==> config.mk <==
export PLATFORM = sky130hd
export DESIGN_NAME = mmq_ctrl
export DESIGN_NICKNAME = d
export VERILOG_FILES = /design/src/rtl/mmq_pkg.sv /design/src/rtl/mmq_ctrl.sv
export SDC_FILE = /design/constraint.sdc
export NUM_CORES = 1
export LEC_CHECK = 0
export BUFFER_PORTS_ARGS = -buffer_cell sky130_fd_sc_hd__buf_2
export CORE_AREA = 2 2 140 142
export CTS_BUF_LIST = sky130_fd_sc_hd__clkbuf_2 sky130_fd_sc_hd__clkbuf_4 sky130_fd_sc_hd__clkbuf_8
export DETAILED_ROUTE_END_ITERATION = 12
export DIE_AREA = 0 0 142 144
export GPL_TIMING_DRIVEN = 0
export PLACE_DENSITY = 0.78
export SLEW_MARGIN = 0
export SYNTH_ARGS = -nofsm -noshare
export SYNTH_HDL_FRONTEND = slang
export SYNTH_SLANG_ARGS = --single-unit
==> constraint.sdc <==
create_clock -name clock -period 3.4 [get_ports clock]
set_input_delay 0.17 -clock clock [delete_from_list [all_inputs] [get_ports clock]]
set_output_delay 0.17 -clock clock [all_outputs]
set_load 0.05 [all_outputs]
==> src/rtl/mmq_pkg.sv <==
// Shared types and constants for the multi-mailbox message queue.
// Used by the controller, result stage, top level, checker and bench; depends on nothing.
package mmq_pkg;

   localparam int MAILBOXES_DEF     = 16;
   localparam int QUEUE_DEPTH_DEF   = 8;
   localparam int PAYLOAD_BYTES_DEF = 8;

   localparam int SENDER_W = 8;
   localparam int TYPE_W   = 32;
   localparam int SIZE_W   = 4;
   localparam int HDR_W    = SENDER_W + TYPE_W + SIZE_W;

   typedef enum logic [1:0] {
      FUNC_SEND    = 2'd0,
      FUNC_RECEIVE = 2'd1,
      FUNC_WAKEUP  = 2'd2,
      FUNC_CLEAR   = 2'd3
   } mmq_func_type;

   typedef enum logic [2:0] {
      ST_OK         = 3'd0,
      ST_BAD_SLOT   = 3'd1,
      ST_TOO_LARGE  = 3'd2,
      ST_FULL       = 3'd3,
      ST_EMPTY      = 3'd4,
      ST_WOKEN      = 3'd5,
      ST_TERMINATED = 3'd6
   } mmq_status_type;

   typedef struct packed {
      logic [1:0]  func;
      logic [7:0]  mailbox_slot;
      logic [7:0]  sender_id;
      logic [31:0] msg_type;
      logic [7:0]  msg_size;
      logic [63:0] payload;
      logic        target_blocked;
      logic        receiver_terminated;
   } mmq_item_type;

   typedef struct packed {
      mmq_status_type status;
      logic           push;
      logic           pop;
      logic           notify;
   } mmq_op_type;

endpackage

==> src/rtl/mmq_ctrl.sv <==
// Per-slot ring pointers and the decision logic for one operation.
// Depends on mmq_pkg.
module mmq_ctrl #(
   parameter int MAILBOXES     = mmq_pkg::MAILBOXES_DEF,
   parameter int QUEUE_DEPTH   = mmq_pkg::QUEUE_DEPTH_DEF,
   parameter int PAYLOAD_BYTES = mmq_pkg::PAYLOAD_BYTES_DEF,
   localparam int SLOT_W  = (MAILBOXES > 1) ? $clog2(MAILBOXES) : 1,
   localparam int PTR_W   = (QUEUE_DEPTH > 1) ? $clog2(QUEUE_DEPTH) : 1,
   localparam int CNT_W   = $clog2(QUEUE_DEPTH + 1),
   localparam int STORE_D = MAILBOXES * QUEUE_DEPTH,
   localparam int IDX_W   = (STORE_D > 1) ? $clog2(STORE_D) : 1,
   localparam int DATA_W  = 8 * PAYLOAD_BYTES,
   localparam int WORD_W  = mmq_pkg::HDR_W + DATA_W
) (
   input  logic                 clock,
   input  logic                 reset,
   input  logic                 go,
   input  mmq_pkg::mmq_item_type item,
   input  logic [31:0]          wakeup_type,
   output mmq_pkg::mmq_op_type  op,
   output logic [IDX_W-1:0]     wr_idx,
   output logic [IDX_W-1:0]     rd_idx,
   output logic [WORD_W-1:0]    wr_word
);

   logic [PTR_W-1:0] head_ff [MAILBOXES];
   logic [PTR_W-1:0] tail_ff [MAILBOXES];
   logic [CNT_W-1:0] count_ff [MAILBOXES];

   logic [SLOT_W-1:0] sidx;
   logic [PTR_W-1:0]  head;
   logic [PTR_W-1:0]  tail;
   logic [CNT_W-1:0]  count;
   logic              slot_ok;
   logic              full;
   logic              clr;
   logic [DATA_W-1:0] send_data;

   assign sidx    = item.mailbox_slot[SLOT_W-1:0];
   assign slot_ok = {1'b0, item.mailbox_slot} < 9'(MAILBOXES);
   assign head    = head_ff[sidx];
   assign tail    = tail_ff[sidx];
   assign count   = count_ff[sidx];
   assign full    = (count == CNT_W'(QUEUE_DEPTH));

   assign wr_idx = IDX_W'(32'(sidx) * QUEUE_DEPTH + 32'(tail));
   assign rd_idx = IDX_W'(32'(sidx) * QUEUE_DEPTH + 32'(head));

   always_comb begin
      for (int i = 0; i < PAYLOAD_BYTES; i++) begin
         send_data[8*i +: 8] = (8'(i) < item.msg_size) ? item.payload[8*i +: 8] : 8'h00;
      end
   end

   always_comb begin
      op.status = mmq_pkg::ST_OK;
      op.push   = 1'b0;
      op.pop    = 1'b0;
      op.notify = 1'b0;
      clr       = 1'b0;
      wr_word   = {item.sender_id, item.msg_type, item.msg_size[3:0], send_data};
      priority if (!slot_ok) begin
         op.status = mmq_pkg::ST_BAD_SLOT;
      end else begin
         unique case (mmq_pkg::mmq_func_type'(item.func))
            mmq_pkg::FUNC_SEND: begin
               priority if (item.msg_size > 8'(PAYLOAD_BYTES)) begin
                  op.status = mmq_pkg::ST_TOO_LARGE;
               end else if (full) begin
                  op.status = mmq_pkg::ST_FULL;
               end else begin
                  op.push   = 1'b1;
                  op.notify = item.target_blocked;
               end
            end
            mmq_pkg::FUNC_RECEIVE: begin
               priority if (item.receiver_terminated) begin
                  op.status = mmq_pkg::ST_TERMINATED;
               end else if (count == '0) begin
                  op.status = mmq_pkg::ST_EMPTY;
               end else begin
                  op.pop = 1'b1;
               end
            end
            mmq_pkg::FUNC_WAKEUP: begin
               wr_word = {8'h00, wakeup_type, 4'h0, {DATA_W{1'b0}}};
               if (full) begin
                  op.status = mmq_pkg::ST_FULL;
               end else begin
                  op.push   = 1'b1;
                  op.notify = item.target_blocked;
               end
            end
            mmq_pkg::FUNC_CLEAR: begin
               clr = 1'b1;
            end
            default: begin
               op.status = mmq_pkg::ST_OK;
            end
         endcase
      end
   end

   always_ff @(posedge clock) begin
      if (reset) begin
         for (int s = 0; s < MAILBOXES; s++) begin
            head_ff[s]  <= '0;
            tail_ff[s]  <= '0;
            count_ff[s] <= '0;
         end
      end else if (go) begin
         if (op.push) begin
            tail_ff[sidx]  <= (tail == PTR_W'(QUEUE_DEPTH - 1)) ? '0 : tail + 1'b1;
            count_ff[sidx] <= count + 1'b1;
         end
         if (op.pop) begin
            head_ff[sidx]  <= (head == PTR_W'(QUEUE_DEPTH - 1)) ? '0 : head + 1'b1;
            count_ff[sidx] <= count - 1'b1;
         end
         if (clr) begin
            head_ff[sidx]  <= '0;
            tail_ff[sidx]  <= '0;
            count_ff[sidx] <= '0;
         end
      end
   end

endmodule

==> metrics.txt <==
synthesis-to-layout area growth 24.2%; Leak 0.00443 µW; Avg Inst Size Synth 11.4 µm²; die area 20400 µm²; first-pass GRT wire length 41800 µm; Worst EP arrival 3.64 ns; setup_tns 0 ns; Hold Vio Cnt, Final 0; Post-synth EDFFs 160; post-synthesis sequential area ratio 0.539; Clock Sinks 160; insertion delay to the later sink of the worst-skew pair 0.45 ns; H-tree level count 4; vias in the first global route 7208; final period utilization 0.980; Worst Skew 0.0141 ns; Inserted Clock Buffers 17; DRC 0; Syn Inst Count 785; max incr delay on CP 0.50 ns; I/O pin count 287; Worst Setup Path Type in -> reg; largest net degree at the start of global routing 17; dpl ws -0.675 ns; Finish-stage setup viols 0; Initial Util 0.467; Wirelength per Cell 21.5 µm; gpl congestion 0.976; DP Area 10600 µm²; core area 19100 µm²; post-CTS sizing 2; Pwr Density 426 nW/µm²; Max FO, Critical Path 10; crit path cell chain clkbuf_1 -> buf_4 -> buf_2 -> buf_2 -> mux4_2 -> mux4_2 -> ha_1 -> ha_1 -> or3_1 -> buf_2 -> buf_4 -> nor2_1; crit-path most repeated cell buf_2; count of unique library cells instantiated by Yosys 49; Die Height 144 µm; fmax 300 MHz; fin. max-slew vios 0; Setup crit end kind flip-flop; post-synth top area cell edfxtp_1; detailed placement HPWL 23300 µm; die width 142 µm; Area contributors post-synth edfxtp_1 54%, mux4_2 12%, nor2_1 6.7%, and2_1 5.5%, nand2_1 5.3%; Hold WC Path Type in -> reg; Synthesis Warnings 0; Site Rows 51; CTS tree yes; ys flop type edfxtp_1; Final WS setup 0.0689 ns; most frequent cell after synthesis edfxtp_1; top-area cell type share of the netlist area 0.539; fraction of layout cells with a size suffix above 1 0.389; vias per cell 5.60; Max-Cap Viols 0; Port-buffer cells 282; Post-Syn Area 8920 µm²; total vias in the final route 7500; worst-margin pin slew 0.918 ns; most frequent cells after synthesis 160 x edfxtp_1, 158 x nor2_1, 125 x nand2_1; minimum clock period 3.33 ns; CP max stage cell mux4_2; crit start category primary input; DRT antenna net count 0; Async SR Flop Fraction 0; worst reg2reg setup slack 0.12 ns; Initial DRC Count 917; clock buffer depth 2; Worst-path clk slew 0.08 ns; First-pass DRT Iterations 5; antenna violations before repair 3; Total Routing Usage GR 0.279; WL final 28800 µm; Worst VDD drop 250 µV; Required @ worst endpoint 3.71 ns; nets 1250; status completed; post-route cell area 11100 µm²; syn_nets 949; hold buffers post-CTS 0; CTS root buffer clkbuf_8; Max-Slew Margin vs Limit 0.386; total congestion overflow 0; FF+latch count, synth 160; Setup Buffers After CTS 0; RSZ-0062 raised after global routing false
power by group:
group          switching, µW  leakage (µW)  internal (µW)
combinational            689       0.00258            302
clock                    676      0.000206            803
sequential              17.9       0.00165           2230
total                   1380       0.00443           3330
worst max-delay path, delay by kind of cell:
family / cells / cell delay [ns]
buf+inv: 6 / 1.65
fa+ha+maj: 2 / 0.39
mux: 2 / 0.91
simple gates: 2 / 0.48
path summary, 6_finish.rpt:
path | startpoint | to | depth (start not counted)
min | go | head_ff[4][0] | 3
min reg2reg | count_ff[8][0] | count_ff[15][0] | 4
max reg2reg | count_ff[9][1] | count_ff[1][0] | 8
max | item[115] | head_ff[4][0] | 12
layer usage:
metal,routed length [µm],vias up,track usage
met3,2950,58,0.0613
li1,-,3389,-
met2,14300,478,0.467
met5,12,-,0
met4,947,2,0.105
met1,10600,3573,0.359
cell usage in the layout (no fill, tap or decap), types with 2 or more instances in the layout:
master      count
clkbuf_1       31
edfxtp_1      160
nand2b_1        3
clkinvlp_4      2
buf_2         296
mux4_2         46
ha_1            5
clkinv_2        2
a31o_2         11
a21oi_1         9
inv_1           2
or3_1           3
a22oi_4         2
buf_4          20
diode_2         2
a41o_1          4
o21ai_0         6
nand2_2         4
clkbuf_4        2
nor3_1         20
a22oi_1         2
buf_6           5
and2_1         78
bufinv_16       4
buf_1           3
nor2b_1         4
a22oi_2         3
clkinv_1        4
nor2_4          2
clkbuf_8       17
or4_1           2
o21bai_1       33
nand2_1       125
nand3_1         8
nor2_1        158
stage by stage:
| step | util | instances | hold slack [ns] | total power, µW |
|---|---|---|---|---|
| floorplan | - | 785 | 0.444 | 2950 |
| global placement | 0.558 | 1305 | 0.642 | 3250 |
| detailed placement | 0.558 | 1305 | 0.643 | 3270 |
| CTS | 0.580 | 1337 | 0.272 | 4710 |
| global route | 0.580 | 1339 | 0.285 | 4850 |
| finish | 0.580 | 1339 | 0.280 | 4710 |
cells by family (layout without fill, tap and decap cells):
family,after synthesis,count (layout),synth area share
AO/OA/AOI/OAI,78,78,0.0742
adder cells (fa/ha/maj),5,5,0.00702
buffers and inverters,76,390,0.0455
flip-flops,160,160,0.539
multiplexers,46,46,0.116
other,0,2,0
AND/OR/NAND/NOR,420,420,0.218
flip-flops by register name (all words and copies together) (netlist names):
register  count
tail_ff      48
count_ff     64
head_ff      48
cell type report:
| cell class | instances | area (µm²) |
|---|---|---|
| inverters | 2 | 7.51 |
| repair buffers | 282 | 1410 |
| multi-input cells | 549 | 3720 |
| plain buffers | 74 | 409 |
| clock inverters | 13 | 169 |
| diodes | 2 | 5.00 |
| fillers | 1552 | 8010 |
| well taps | 238 | 298 |
| flip-flops and latches | 160 | 4800 |
| clock buffers | 19 | 249 |
Power figures use the tool's default switching activity.
