--- config.mk ---
export PLATFORM = sky130hd
export DESIGN_NAME = mmq_result
export DESIGN_NICKNAME = d
export VERILOG_FILES = /design/src/rtl/mmq_pkg.sv /design/src/rtl/mmq_result.sv
export SDC_FILE = /design/constraint.sdc
export NUM_CORES = 1
export LEC_CHECK = 0
export ABC_AREA = 1
export BUFFER_PORTS_ARGS = -buffer_cell sky130_fd_sc_hd__buf_2
export CAP_MARGIN = 30
export CORE_ASPECT_RATIO = 0.8
export CORE_MARGIN = 4
export CORE_UTILIZATION = 49
export DETAILED_ROUTE_END_ITERATION = 12
export PLACE_DENSITY = 0.95
export SETUP_SLACK_MARGIN = 0.02
export SYNTH_ARGS = -nofsm -noshare
export SYNTH_HDL_FRONTEND = slang
export SYNTH_SLANG_ARGS = --single-unit
export TNS_END_PERCENT = 50
--- constraint.sdc ---
create_clock -name clock -period 2.3 [get_ports clock]
set_clock_uncertainty 0.05 [all_clocks]
set_input_delay 0.115 -clock clock [delete_from_list [all_inputs] [get_ports clock]]
set_output_delay 0.115 -clock clock [all_outputs]
set_load 0.1 [all_outputs]
--- src/rtl/mmq_pkg.sv ---
// Shared types and constants for the multi-mailbox message queue.
// Used by the controller, result stage, top level, checker and bench; depends on nothing.
package mmq_pkg;

   localparam int MAILBOXES_DEF     = 16;
   localparam int QUEUE_DEPTH_DEF   = 8;
   localparam int PAYLOAD_BYTES_DEF = 8;

   localparam int SENDER_W = 8;
   localparam int TYPE_W   = 32;
   localparam int SIZE_W   = 4;
   localparam int HDR_W    = SENDER_W + TYPE_W + SIZE_W;

   typedef enum logic [1:0] {
      FUNC_SEND    = 2'd0,
      FUNC_RECEIVE = 2'd1,
      FUNC_WAKEUP  = 2'd2,
      FUNC_CLEAR   = 2'd3
   } mmq_func_type;

   typedef enum logic [2:0] {
      ST_OK         = 3'd0,
      ST_BAD_SLOT   = 3'd1,
      ST_TOO_LARGE  = 3'd2,
      ST_FULL       = 3'd3,
      ST_EMPTY      = 3'd4,
      ST_WOKEN      = 3'd5,
      ST_TERMINATED = 3'd6
   } mmq_status_type;

   typedef struct packed {
      logic [1:0]  func;
      logic [7:0]  mailbox_slot;
      logic [7:0]  sender_id;
      logic [31:0] msg_type;
      logic [7:0]  msg_size;
      logic [63:0] payload;
      logic        target_blocked;
      logic        receiver_terminated;
   } mmq_item_type;

   typedef struct packed {
      mmq_status_type status;
      logic           push;
      logic           pop;
      logic           notify;
   } mmq_op_type;

endpackage

--- src/rtl/mmq_result.sv ---
// Final status selection and the response register.
// Depends on mmq_pkg.
module mmq_result #(
   parameter int PAYLOAD_BYTES = mmq_pkg::PAYLOAD_BYTES_DEF,
   localparam int DATA_W = 8 * PAYLOAD_BYTES,
   localparam int WORD_W = mmq_pkg::HDR_W + DATA_W
) (
   input  logic                clock,
   input  logic                load,
   input  mmq_pkg::mmq_op_type op,
   input  logic [WORD_W-1:0]   rd_word,
   input  logic [31:0]         wakeup_type,
   output logic [2:0]          status,
   output logic [7:0]          out_sender,
   output logic [31:0]         out_type,
   output logic [3:0]          out_size,
   output logic [63:0]         out_payload,
   output logic                notify
);

   mmq_pkg::mmq_status_type status_ff;
   mmq_pkg::mmq_status_type status_in;
   logic [7:0]  sender_ff;
   logic [31:0] type_ff;
   logic [3:0]  size_ff;
   logic [63:0] payload_ff;
   logic        notify_ff;

   logic [mmq_pkg::HDR_W-1:0] hdr;
   logic [31:0]               rd_type;

   assign hdr     = rd_word[DATA_W +: mmq_pkg::HDR_W];
   assign rd_type = hdr[35:4];

   always_comb begin
      status_in = op.status;
      if (op.pop && (rd_type == wakeup_type)) begin
         status_in = mmq_pkg::ST_WOKEN;
      end
   end

   always_ff @(posedge clock) begin
      if (load) begin
         status_ff  <= status_in;
         notify_ff  <= op.notify;
         sender_ff  <= op.pop ? hdr[43:36] : 8'h00;
         type_ff    <= op.pop ? rd_type : 32'h0;
         size_ff    <= op.pop ? hdr[3:0] : 4'h0;
         payload_ff <= op.pop ? 64'(rd_word[DATA_W-1:0]) : 64'h0;
      end
   end

   assign status      = status_ff;
   assign out_sender  = sender_ff;
   assign out_type    = type_ff;
   assign out_size    = size_ff;
   assign out_payload = payload_ff;
   assign notify      = notify_ff;

endmodule

==> metrics.csv, run 1 <==
metric,value,unit
outcome,"finished, final reports clean",
h-tree-depth,3,
hold_depth,3,
hpwl,9610,microns
synth_cells,498,
grt_pass1_wl,25200,microns
utilization,0.775,
io_pins,260,
die_area,11700,sq um
rows,32,
crit_required,2.35,ns
fmax,652,MHz
cts_resized,0,
grt_setup_unrepaired,no,
fin_crit_sh,0.667,
drc,0,
avgSynthCellArea,9.84,sq um
min_path_type,primary input to flip-flop,
fin_crit,1.53,ns
drt_iter0_markers,431,
maxCapViolCount,0,
io_buffers,258,
routed_wl,16400,microns
grt_max_degree,113,
placed_area,6350,sq um
end_kind,flip-flop,
design_area,7510,sq um
drt_pass1_iterations,5,
worstHoldStart,rd_word[66],
fp.dieH,97.4,microns
grt_usage,0.280,
yosys.area.top_type_share,0.687,
crit_start,rd_word[71],
synthToLayoutAreaGrowth,53.3,%
yosysMostFrequentCell,nand2_1,
syn_nets,646,
gp_congestion,0.800,
yosysUniqueCellTypes,17,
ys_ff_latch,112,
maxSlewHeadroom,0.603,
layout-drive-gt1-share,0.329,
fin_nets,991,
power.leakage,0.00420,uW
clk_path_buf_depth,2,
initial_core_util,0.506,
async_reset_ff_frac,0,
worst_setup_hold_path_clk_slew,0.07,ns
grt_pass1_vias,4851,
fin_ws,0.767,ns
finalSetupViolations,0,
ys_warn_count,0,
critPathMaxFanout,3,
cp.arrival,1.58,ns
startpoint_type,primary input,
numCtsBuffers,9,
place_ws,0.943,ns
filler_cell_count,602,
cts_setup_buffers,0,
root_buffer,clkbuf_16,
design.core.area,9690,sq um
path_class,primary input to flip-flop,
whs_endpoint,out_size[2]$_SDFFCE_PN0P_,
slew_viol_final,0,
vias_per_cell,4.71,
overflow,0,
power_density,781,nW/um^2
worst_pin_slew,0.596,ns
synth_common_cells,"nand2_1, inv_1, edfxtp_1",
cts_tree,yes,
route.vias.total,4641,
antenna_found_initial,0,
synth_top_flop_cell,edfxtp_1,
ir_drop,0.533,mV
timing.setup.tns,0,ns
yosysSeqAreaShare,0.687,
clock-sinks,112,
fp.dieW,120,microns
syn_area,4900,sq um
hold_violations,0,
ant_nets,0,
wl_per_cell,16.6,microns
synth_edf_count,112,
yosys.area.top_type,edfxtp_1,
synth_area_leaders,"edfxtp_1, nand2_1, inv_1",
metrics by stage:
step,cells,power [uW],hold WS (ns)
2_1_floorplan,498,3840,0.164
3_3_place_gp,882,4180,0.244
3_5_place_dp,882,4220,0.244
4_1_cts,984,5840,0.000696
5_1_grt,984,6060,0.00582
6_report,985,5860,0.0138
cell usage in the layout, fill, tap and decap left out:
cell type      synthesis  layout
or2_2                  1       1
nand2b_1               1       1
clkinv_8               0       1
clkbuf_16              0       9
nand4_1                1       1
nand3_1                4       4
dlygate4sd3_1          0      86
or2_0                  1       1
buf_12                 0       2
inv_8                  0       2
diode_2                0       1
nand2_1              173     173
inv_1                148     148
xor2_1                 4       4
buf_4                  1       2
clkinv_4               0       1
or2_1                  1       1
inv_2                  2       2
clkinv_2               0       1
edfxtp_1             112     112
xnor2_1                8       8
inv_6                  0       2
buf_2                  3     256
nor2_1                29      29
nor3_1                 1       1
how the worst max path moves through the flow:
| stage | endpoint | cells past startpoint |
|---|---|---|
| after floorplan | notify | 0 |
| after global placement | status[2]$_SDFFCE_PP1P_ | 8 |
| after detailed placement | status[1]$_SDFFCE_PP0P_ | 10 |
| after CTS | status[1]$_SDFFCE_PP0P_ | 11 |
| after global routing | status[1]$_SDFFCE_PP0P_ | 11 |
| final | status[1]$_SDFFCE_PP0P_ | 11 |
cell type report:
| class | instances | area [sq um] | area share |
|---|---|---|---|
| Clock buffer | 9 | 225 | 0.0300 |
| Clock inverter | 7 | 70.1 | 0.00933 |
| Inverter | 150 | 563 | 0.0750 |
| Multi-Input combinational cell | 224 | 920 | 0.122 |
| Antenna cell | 1 | 2.50 | 0.000333 |
| Timing Repair Buffer | 346 | 2200 | 0.293 |
| Sequential cell | 112 | 3360 | 0.448 |
| Tap cell | 136 | 170 | 0.0227 |
metal layers:
| layer | global-route usage | wire [microns] | vias to the layer above |
|---|---|---|---|
| met2 | 0.526 | 9040 | 271 |
| met5 | 0 | 0 | - |
| met4 | 0.120 | 669 | 0 |
| li1 | - | - | 2160 |
| met3 | 0.0803 | 1260 | 63 |
| met1 | 0.289 | 5400 | 2147 |
sequential cells by signal (all words and copies together), names as in the netlist:
name	flops
out_payload	64
out_type	32
out_sender	8
out_size	4
status	3
notify	1
cell families after synthesis:
kind of cell,share of synthesized area
flops,0.687
buf+inv,0.126
xor+xnor,0.0215
simple gates,0.166
timing repair:
action	4_1_cts	5_1_grt
hold buffers	86	0
hold endpoints to repair	86	0
setup endpoints to repair	0	0
power breakdown:
part	leakage [uW]	internal, uW	switching, uW
registers	0.00108	2420	51.1
clock network	0.000147	769	764
logic	0.00297	363	1490
total	0.00420	3560	2310
worst max-delay path, cell delays in order:
cell	delay, ns
dlygate4sd3_1	0.52
buf_2	0.12
inv_1	0.04
nand2_1	0.06
nand2_1	0.06
nor2_1	0.12
nand2_1	0.11
nor2_1	0.17
nand3_1	0.12
nor2_1	0.10
nor2_1	0.05
No activity file was read; power rests on OpenSTA's default activity.
==> run 2: changes to the inputs <==
Settings changed: ABC_AREA 1 to 0, CORE_UTILIZATION 49 to 44, PLACE_DENSITY 0.95 to 0.9.
Clock period 2.3 ns to 1.5 ns, I/O delays scaled along.
==> metrics.csv, run 2 <==
metric,value,unit
outcome,"finished, final reports clean",
synth_top_flop_cell,edfxtp_1,
design.core.area,9810,sq um
hpwl,8060,microns
synthToLayoutAreaGrowth,63.3,%
cp.arrival,1.48,ns
io_pins,260,
grt_usage,0.219,
numCtsBuffers,9,
power.leakage,0.00315,uW
initial_core_util,0.457,
placed_area,5960,sq um
routed_wl,13100,microns
avgSynthCellArea,16.0,sq um
layout_common_cells,"buf_2, edfxtp_1, and2_1",
ant_nets,0,
worst_pin_slew,0.511,ns
drt_pass1_iterations,4,
io_buffers,258,
synth_common_cells,"edfxtp_1, and2_1, xor2_1",
grt_pass1_vias,4005,
fp.dieW,121,microns
yosys.area.top_type,edfxtp_1,
root_buffer,clkbuf_16,
cts_tree,yes,
path_class,primary input to flip-flop,
maxSlewHeadroom,0.662,
mostFrequentLayoutCell,buf_2,
drt_iter0_markers,214,
hold_violations,0,
fin_nets,791,
grt_setup_unrepaired,no,
finalSetupViolations,0,
worst_setup_hold_path_clk_slew,0.07,ns
dp.cells,665,
synth_area_leaders,"edfxtp_1, and2_1, xor2_1",
wl_per_cell,16.7,microns
yosys.area.top_type_share,0.750,
min_path_type,primary input to flip-flop,
syn_nets,428,
vias_per_cell,4.63,
startpoint_type,primary input,
route.vias.total,3637,
overflow,0,
layout-drive-gt1-share,0.432,
clk_path_buf_depth,2,
yosysSeqAreaShare,0.750,
end_kind,flip-flop,
slew_viol_final,0,
rows,32,
fmax,698,MHz
grt_pass1_wl,20100,microns
fin_ws,0.0667,ns
seq_area,3360,sq um
die_area,11900,sq um
utilization,0.747,
ys_warn_count,0,
filler_cell_count,576,
async_reset_ff_frac,0,
place_ws,-0.0596,ns
synth_edf_count,112,
power_density,1200,nW/um^2
critPathMaxFanout,3,
cts_setup_buffers,0,
ir_drop,0.752,mV
maxCapViolCount,0,
grt_max_degree,109,
yosysMostFrequentCell,edfxtp_1,
antenna_found_initial,1,
synth_cells,280,
timing.setup.tns,0,ns
crit_required,1.54,ns
fin_cells,785,
design_area,7330,sq um
clock-sinks,112,
drc,0,
gp_congestion,0.812,
largest_register_ffs,64,
ys_ff_latch,112,
fin_crit,1.43,ns
yosysUniqueCellTypes,14,
fp.dieH,98.3,microns
h-tree-depth,3,
syn_area,4490,sq um
multi_input_area,1090,sq um
fin_crit_sh,0.956,
-- run 2: cell count changes after synthesis, sizes merged, moves of 3 or more --
cell    change
buf         -3
or2         -3
xor2       +27
nand2     -173
and2      +108
nor2       -29
clkbuf      +3
xnor2       -7
inv       -148
nor4        +7
-- run 2: critical path, stage by stage --
cell           delay (ns)
dlygate4sd3_1        0.54
buf_2                0.13
xor2_1               0.14
nor3_2               0.16
nand3_2              0.12
o31a_1               0.29
-- run 2: worst paths after layout --
kind | startpoint | to | slack [ns] | cells past startpoint
max | rd_word[96] | status[1]$_SDFFCE_PP0P_ | 0.07 | 6
min | rd_word[46] | out_payload[46]$_SDFFCE_PN0P_ | 0.004 | 2
-- run 2: layout make-up --
type | count | area share
flip-flops and latches | 112 | 0.459
repair buffers | 364 | 0.329
multi-input cells | 154 | 0.149
clock buffers | 9 | 0.0307
well taps | 136 | 0.0232
clock inverters | 7 | 0.00768
inverters | 2 | 0.00102
diodes | 1 | 0.000342
-- run 2: per-stage QoR --
step	hold slack (ns)	power, uW
after CTS	0.000398	8810
after floorplan	0.124	5820
final	0.00449	8770
after detailed placement	0.212	6370
after global placement	0.211	6340
after global routing	0.00764	9080
-- run 2: what timing repair did --
| item | CTS | global route |
|---|---|---|
| hold buffers | 107 | 0 |
| endpoints found under the hold margin | 107 | 0 |
| gates resized for setup | 0 | 6 |
| endpoints found under the setup margin | 0 | 3 |
-- run 2: cells by family after synthesis --
| group | count (synthesis) | share of synthesized area |
|---|---|---|
| and+or+nand+nor | 119 | 0.171 |
| xor gates and xnor gates | 32 | 0.0625 |
| DFF | 112 | 0.750 |
| buffers and inverters | 14 | 0.0120 |
| AOI/OAI and AO/OA | 3 | 0.00530 |
-- run 2: layer usage --
layer	GRT usage	vias up	wire, microns
met2	0.418	184	7100
met3	0.0614	34	1070
met4	0.0906	0	408
li1	-	1703	-
met5	0	-	0
met1	0.223	1716	4560
-- run 2: where the power goes --
group / total [uW] / switching, uW / internal, uW
sequential: 3780 / 64.8 / 3720
clock: 2220 / 1080 / 1140
combinational: 2770 / 2170 / 600
total: 8770 / 3320 / 5460
==> run 3: changes to the inputs <==
Settings changed: BUFFER_PORTS_ARGS -buffer_cell sky130_fd_sc_hd__buf_2 to unset, CORE_UTILIZATION 44 to 55, DONT_BUFFER_PORTS set to 1, MAX_ROUTING_LAYER set to met4, PLACE_DENSITY 0.9 to 0.8.
==> metrics.csv, run 3 <==
metric,value,unit
outcome,did not finish,
stop_stage,clock tree synthesis,
toolErrorMsg,[ERROR RSZ-0060] Max buffer count reached.,
synth_cells,280,
yosysSeqAreaShare,0.750,
synth_common_cells,"edfxtp_1, and2_1, xor2_1",
io_pins,260,
syn_nets,428,
async_reset_ff_frac,0,
synth_edf_count,112,
rows,29,
synth_top_flop_cell,edfxtp_1,
h-tree-depth,3,
io_buffers,0,
clk_path_buf_depth,2,
synth_area_leaders,"edfxtp_1, and2_1, xor2_1",
avgSynthCellArea,16.0,sq um
yosys.area.top_type,edfxtp_1,
numCtsBuffers,9,
ys_warn_count,0,
cts_setup_buffers,0,
placed_area,5420,sq um
place_ws,0.0808,ns
hpwl,7860,microns
yosysUniqueCellTypes,14,
initial_core_util,0.565,
syn_area,4490,sq um
gp_congestion,0.731,
cts_hold_buf,102,
yosys.area.top_type_share,0.750,
yosysMostFrequentCell,edfxtp_1,
root_buffer,clkbuf_8,
fp.dieW,109,microns
ys_ff_latch,112,
cts_resized,0,
fp.dieH,88.8,microns
clock-sinks,112,
==> run 3: kinds of logic after synthesis <==
kind of cell	synth area share
compound gates	0.00530
xor+xnor	0.0625
buf+inv	0.0120
flops	0.750
simple gates	0.171
==> run 3: metrics by stage <==
step / util / instances
floorplan: - / 280
global placement: 0.682 / 488
detailed placement: 0.682 / 488
==> run 4: changes to the inputs <==
Settings changed: CORE_ASPECT_RATIO 0.8 to unset, CORE_UTILIZATION 55 to 40, MAX_ROUTING_LAYER met4 to unset, PLACE_DENSITY 0.8 to unset, PLACE_DENSITY_LB_ADDON set to 0.15, SETUP_SLACK_MARGIN 0.02 to unset.
==> metrics.csv, run 4 <==
metric,value,unit
outcome,did not finish,
stop_stage,clock tree synthesis,
toolErrorMsg,[ERROR RSZ-0060] Max buffer count reached.,
synth_edf_count,112,
clock-sinks,112,
syn_area,4490,sq um
h-tree-depth,3,
synth_simple_gate_area_frac,0.171,
initial_core_util,0.412,
cts_hold_buf,108,
synth_top_flop_cell,edfxtp_1,
root_buffer,clkbuf_8,
clk_path_buf_depth,2,
synth_top_family_by_area,simple AND/OR/NAND/NOR gates,
yosysUniqueCellTypes,14,
rows,38,
hpwl,7520,microns
synth_common_cells,"edfxtp_1, and2_1, xor2_1",
synthMuxAreaShare,0,
placed_area,5460,sq um
io_pins,260,
numCtsBuffers,9,
ys_warn_count,0,
cts_setup_buffers,0,
synthAdderAreaFrac,0,
yosys.area.top_type_share,0.750,
yosysMostFrequentCell,edfxtp_1,
async_reset_ff_frac,0,
fp.dieH,114,microns
gp_congestion,0.734,
io_buffers,0,
synth_compound_area_frac,0.00530,
yosysSeqAreaShare,0.750,
yosys.area.top_type,edfxtp_1,
avgSynthCellArea,16.0,sq um
fp.dieW,114,microns
syn_nets,428,
cts_resized,0,
synth_cells,280,
ys_ff_latch,112,
synth_xor_area_frac,0.0625,
synth_area_leaders,"edfxtp_1, and2_1, xor2_1",
run 4: cell counts after synthesis:
Identical to the previous run, type by type.
run 4: kinds of logic after synthesis:
family | count (synthesis)
buf+inv | 14
compound gates | 3
flops | 112
simple gates | 119
xor+xnor | 32
run 4: through the flow:
step,setup slack (ns),instances
floorplan,0.270,280
global placement,0.0533,520
detailed placement,0.0185,520
